`config.mk`:
```
export PLATFORM = sky130hd
export DESIGN_NAME = swc_fifo
export DESIGN_NICKNAME = d
export VERILOG_FILES = /design/src/rtl/swc_pkg.sv /design/src/rtl/swc_fifo.sv
export SDC_FILE = /design/constraint.sdc
export NUM_CORES = 1
export LEC_CHECK = 0
export ABC_AREA = 1
export BUFFER_PORTS_ARGS = -buffer_cell sky130_fd_sc_hd__buf_2
export CAP_MARGIN = 20
export CORE_MARGIN = 5
export CORE_UTILIZATION = 34
export CTS_BUF_LIST = sky130_fd_sc_hd__clkbuf_8
export DETAILED_ROUTE_END_ITERATION = 7
export PLACE_DENSITY = 0.6
export REMOVE_ABC_BUFFERS = 1
export SYNTH_ARGS = -nofsm -noshare
export SYNTH_HDL_FRONTEND = slang
export SYNTH_SLANG_ARGS = --single-unit
```
`constraint.sdc`:
```
create_clock -name clk -period 14.86 [get_ports clk]
set_clock_uncertainty 0.2 [all_clocks]
set_input_delay 2.972 -clock clk [delete_from_list [all_inputs] [get_ports clk]]
set_output_delay 2.972 -clock clk [all_outputs]
set_load 0.005 [all_outputs]
```
`src/rtl/swc_pkg.sv`:
```
// Shared types, widths and helpers for the sphere workspace clamp.
package swc_pkg;

  localparam int POS_W       = 24;               // position field width
  localparam int GAIN_W      = 10;
  localparam int RAD_W       = POS_W - 1;
  localparam int PROD_W      = POS_W + GAIN_W + 1; // delta * gain
  localparam int D_W         = PROD_W - 8;        // signed offset from center
  localparam int MAG_W       = POS_W + 2;         // |offset|
  localparam int DS_W        = 2 * MAG_W + 2;     // squared distance
  localparam int ROOT_W      = DS_W / 2;          // floor sqrt of distance
  localparam int NUM_W       = MAG_W + RAD_W;     // |offset| * radius
  localparam int CFG_IDX_W   = 3;
  localparam int QUEUE_DEPTH = 4;

  localparam logic [RAD_W-1:0]  RADIUS_RESET = RAD_W'(580000);
  localparam logic [GAIN_W-1:0] GAIN_RESET   = GAIN_W'(384);

  typedef enum logic [CFG_IDX_W-1:0] {
    CFG_CENTER_X = 3'd0,
    CFG_CENTER_Y = 3'd1,
    CFG_CENTER_Z = 3'd2,
    CFG_RADIUS   = 3'd3,
    CFG_GAIN     = 3'd4
  } cfg_reg_t;

  typedef struct packed {
    logic signed [POS_W-1:0] center_x;
    logic signed [POS_W-1:0] center_y;
    logic signed [POS_W-1:0] center_z;
    logic [RAD_W-1:0]        radius;
    logic [GAIN_W-1:0]       gain;
  } cfg_t;

  typedef struct packed {
    logic signed [POS_W-1:0] cur_x;
    logic signed [POS_W-1:0] cur_y;
    logic signed [POS_W-1:0] cur_z;
    logic signed [POS_W-1:0] delta_x;
    logic signed [POS_W-1:0] delta_y;
    logic signed [POS_W-1:0] delta_z;
  } req_t;

  typedef struct packed {
    logic signed [POS_W-1:0] out_x;
    logic signed [POS_W-1:0] out_y;
    logic signed [POS_W-1:0] out_z;
    logic                    was_clamped;
  } rsp_t;

  // classified item handed from front to back
  typedef struct packed {
    logic signed [D_W-1:0] d_x;
    logic signed [D_W-1:0] d_y;
    logic signed [D_W-1:0] d_z;
    logic [DS_W-1:0]       dist_sq;
    logic                  clamp;
  } work_t;

  function automatic logic signed [POS_W-1:0] sat_pos(input logic signed [D_W:0] v);
    logic signed [D_W:0] hi;
    logic signed [D_W:0] lo;
    hi = {{(D_W - POS_W + 2){1'b0}}, {(POS_W - 1){1'b1}}};
    lo = ~hi;
    if (v > hi) begin
      return hi[POS_W-1:0];
    end else if (v < lo) begin
      return lo[POS_W-1:0];
    end
    return v[POS_W-1:0];
  endfunction

endpackage

```
`src/rtl/swc_fifo.sv`:
```
// Small item queue between front and back.
module swc_fifo (
  input  logic           clk,
  input  logic           rst,
  input  logic           push_valid,
  output logic           push_ready,
  input  swc_pkg::work_t push_data,
  output logic           pop_valid,
  input  logic           pop_ready,
  output swc_pkg::work_t pop_data
);
  import swc_pkg::*;

  localparam int PTR_W = $clog2(QUEUE_DEPTH);
  localparam int CNT_W = $clog2(QUEUE_DEPTH + 1);

  work_t            mem [QUEUE_DEPTH];
  logic [PTR_W-1:0] wr_ptr, rd_ptr;
  logic [CNT_W-1:0] count;
  logic             push, pop;

  assign push_ready = count != CNT_W'(QUEUE_DEPTH);
  assign pop_valid  = count != '0;
  assign push       = push_valid && push_ready;
  assign pop        = pop_valid && pop_ready;
  assign pop_data   = mem[rd_ptr];

  always_ff @(posedge clk) begin
    if (push) begin
      mem[wr_ptr] <= push_data;
    end
    if (rst) begin
      wr_ptr <= '0;
      rd_ptr <= '0;
      count  <= '0;
    end else begin
      if (push) wr_ptr <= wr_ptr + 1'b1;
      if (pop)  rd_ptr <= rd_ptr + 1'b1;
      if (push && !pop) begin
        count <= count + 1'b1;
      end else if (pop && !push) begin
        count <= count - 1'b1;
      end
    end
  end

`ifndef NO_ASSERTIONS
  a_count_bound: assert property (@(posedge clk) disable iff (rst)
    count <= CNT_W'(QUEUE_DEPTH))
    else $error("queue count above depth");
  a_count_up: assert property (@(posedge clk) disable iff (rst)
    push && !pop |=> count == $past(count) + 1'b1)
    else $error("queue count missed a push");
  a_ptr_gap: assert property (@(posedge clk) disable iff (rst)
    count != CNT_W'(QUEUE_DEPTH) && count != '0 |-> wr_ptr != rd_ptr)
    else $error("queue pointers out of step with count");
`endif

endmodule

```
* Yosys cells after proc, flatten, opt, wreduce, memory -nomap -nowiden
Memory sizes are Yosys's and may differ from the RTL's. A register that Yosys moved wholly into a read port is not among the register bits.
Index checks and enable logic that the tools add are counted.
** Storage, ports and cells
- Logic and storage cells :: 23
- Register bits :: 7
- Bits of input ports :: 140
- RAM bits :: 544
- Memories :: 1
** Cells by class
- Equal/unequal tests :: 1
- Mux-type cells :: 6
- Add/subtract/negate cells :: 4
- Reductions and logical operators :: 8
** Memories
- mem :: words 4, bits a word 136, read ports 1, clocked after Yosys merged registers in 1, write ports 1, line swc_fifo.sv:17 : work_t mem [QUEUE_DEPTH];
** Operators by type and width (number)
- two-way mux 3 bit :: 2
- adder 2 x 1 -> 2 bit, second input constant :: 2
- logical AND 1 bit :: 4
- two-way mux 2 bit :: 2
- adder 3 x 1 -> 3 bit, second input constant :: 1
- inequality test 3 bit, second input constant :: 1
- nonzero test 3 bit :: 1
- subtractor 3 x 1 -> 3 bit, second input constant :: 1
- zero test 1 bit :: 2
- two-way mux 1 bit :: 2
- nonzero test 2 bit :: 1

* Depth between registers and ports, before layout
- Depth in word-level cells :: 6
- Depth in mapped cells :: 13
- Depth with buffers taken out :: 13

* Least setup slack after synthesis
OpenSTA, ideal clock, no wires.
- Path kind :: input port to flip-flop
- Start point :: in push_valid
- End point :: mem mem[0][0] (netlist name) (enable)
- Slack :: 5.295 ns
- Library setup time :: 0.633 ns
- Buffers on the path :: 0
- Stages :: 2
- Arrival :: 8.732 ns
- Data required time :: 14.027 ns
- Cell sequence :: nand2_1 -> nor2_1
** On the way
- Longest elaborated chain between the ends :: 3
** Ends and longest elaborated chain
- start, declared :: line swc_fifo.sv:5 : input logic push_valid,
- logical AND 1 bit :: line swc_fifo.sv:24 : assign push = push_valid && push_ready;
- two-way mux 1 bit :: line swc_fifo.sv:29 : if (push) begin
- two-way mux 1 bit (implied by the code) :: line swc_fifo.sv:30 : mem[wr_ptr] <= push_data;
- end, declared :: line swc_fifo.sv:17
No other way between the ends.

==> impl_metrics.ini <==
[cts]
cts-root-buf = clkbuf_8
hold_buffers = 0
clkTransAtPathRegs_ns = 0.06
cts_sinks = 553
clock_path_buffers = 3
cts_resized = 0
insertion_delay_ns = 0.66
htree_levels = 3
cts_setup_buffers = 0
numCtsBuffers = 91
cts_tree = done

[placed_design]
place_area_mm2 = 0.0226
portBuffers = 277
place_congestion = 0.755
hpwl_um = 26400

[sta]
hold_violations = 0
timing.hold.ws_ns = 0.305
period_minus_slack_ns = 6.72
setup-violations-final = 0
period_share = 0.452
tightest_slew_ns = 1.28
totalNegativeSetupSlack_ns = 0
fmax_mhz = 149
slew_violations = 0
rsz0062_at_grt = false
relSlewSlack = 0.147

[flow_run]
cap_violations = 0

[finish]
final_cell_mix = edfxtp_1, nor2_1, buf_2
fin_area_mm2 = 0.0242
fill_cells = 5597
final_common_cell = edfxtp_1
multiInputGateArea_mm2 = 0.00351
register_area_mm2 = 0.0165
nNetsFinal = 1827
drive_gt1_frac = 0.236
synthToLayoutAreaGrowth_pct = 18.3

[setup_path]
reg2reg_from = count[0]
required_ns = 11.69
crit_path_end_kind = primary output
reg2reg_slack_ns = 11.87
cpMaxStageDelayCell = buf_4
crit_path_end = pop_data[37]
worstSetupStartpointType = register
crit_type = reg2out
cp_max_fo = 184
rr_endpoint = mem[2][131]
rr_worst_depth = 6
crit_chain = inv_8 -> buf_4 -> o21ai_0 -> o22ai_1 -> buf_2
max_stage_delay_ns = 0.80
cp.arrival_ns = 3.55

[routing]
vias = 12426
antenna_left = 0
drt_iter0_markers = 820
wirelength_um = 47600
dr.pass1.iters = 5
drc = 0
wl_per_cell_um = 18.8
viasPerCell = 4.91

[power]
power_density_mw_per_mm2 = 166
p_leak_nw = 8.47
peakVddDrop_v = 0.000120

[die]
io_pins = 278
die_w_um = 256
row_count = 90
die_h_um = 256
start_util = 0.342
coreArea_mm2 = 0.0600
dieArea_mm2 = 0.0653

[global_routing]
grt_max_degree = 185
gr-usage-all-layers = 0.140
grt_pass1_wl_um = 72300
antenna_found_initial = 10
grt_pass1_vias = 12460
grt-ovfl-total = 0

[logic_synthesis]
seq_area_frac_synth = 0.806
ys_ff_latch = 553
synthCells = 1383
synth_top_area_frac = 0.797
synthTopCellsByArea = edfxtp_1, o21ai_0, nor2_1
synth_area_per_cell_um2 = 14.8
synthAdderAreaFrac = 0.00403
yosys.area_share.simple = 0.0564
synth_compound_area_frac = 0.109
synth_xor_area_frac = 0.000427
syn_area_mm2 = 0.0205
ys_warn_count = 0
synthDistinctLibCells = 19
synth_top_cell_by_area = edfxtp_1
synth_mux_area_frac = 0
synth_top_family_by_area = compound AO/OA/AOI/OAI gates

[min_path]
hold_path_class = reg2reg
hold_depth = 2

[status]
outcome = finished clean
[where the power goes]
part	internal, mW	switching, mW	total (mW)
Clock	0.631	0.565	1.20
Combinational	0.289	0.566	0.855
Sequential	1.90	0.0681	1.97
[final cells by class]
| type | instances | area share |
|---|---|---|
| clock inverters | 65 | 0.0147 |
| inverters | 16 | 0.00299 |
| multi-input cells | 725 | 0.145 |
| clock buffers | 93 | 0.0528 |
| flip-flops and latches | 553 | 0.681 |
| repair buffers | 294 | 0.0624 |
| diodes | 5 | 0.000516 |
| well taps | 782 | 0.0404 |
[worst min path at each step]
stage	from	end	slack, ns
final	rd_ptr[1]	register	0.30
after global routing	rd_ptr[1]	register	0.33
after CTS	rd_ptr[0]	register	0.30
after detailed placement	rd_ptr[0]	register	0.29
after global placement	rd_ptr[1]	register	0.27
after floorplan	rd_ptr[1]	register	0.26
[metal layers]
metal,GRT usage,part of all wire
met5,0,0.0015
met4,0.0537,0.024
met3,0.0422,0.068
met2,0.222,0.48
met1,0.184,0.43
[state kept, by name (all words and copies together) (netlist names), named ones only]
register  flops
wr_ptr        2
count         3
mem         544
rd_ptr        2
[critical path, delay by kind of cell, from the launching register on]
family | cells | cell delay, ns
AOI/OAI and AO/OA | 2 | 0.46
DFF | 1 | 0.58
buffers and inverters | 3 | 1.65
[cell usage after synthesis (all sizes together)]
cell / n
edfxtp: 544
nor2: 286
o21ai: 273
o22ai: 136
clkbuf: 58
buf: 31
inv: 16
nand2: 15
dfxtp: 9
ha: 5
nand3: 4
a21oi: 3
fa: 1
nand3b: 1
xor2: 1
[per-stage QoR]
stage,cells,util,setup WS (ns),total power [mW]
6_report,2533,0.404,8.14,4.02
5_1_grt,2530,0.404,7.74,4.25
4_1_cts,2528,0.404,7.81,4.09
3_5_place_dp,2370,0.377,8.57,2.88
3_3_place_gp,2370,0.377,8.72,2.85
2_1_floorplan,1294,-,3.33,2.47
[logic make-up after synthesis]
group	Yosys count
flops	553
compound gates	412
simple gates	306
buf+inv	105
fa+ha+maj	6
xor+xnor	1
Note: power is estimated with default switching activity, not from simulation.
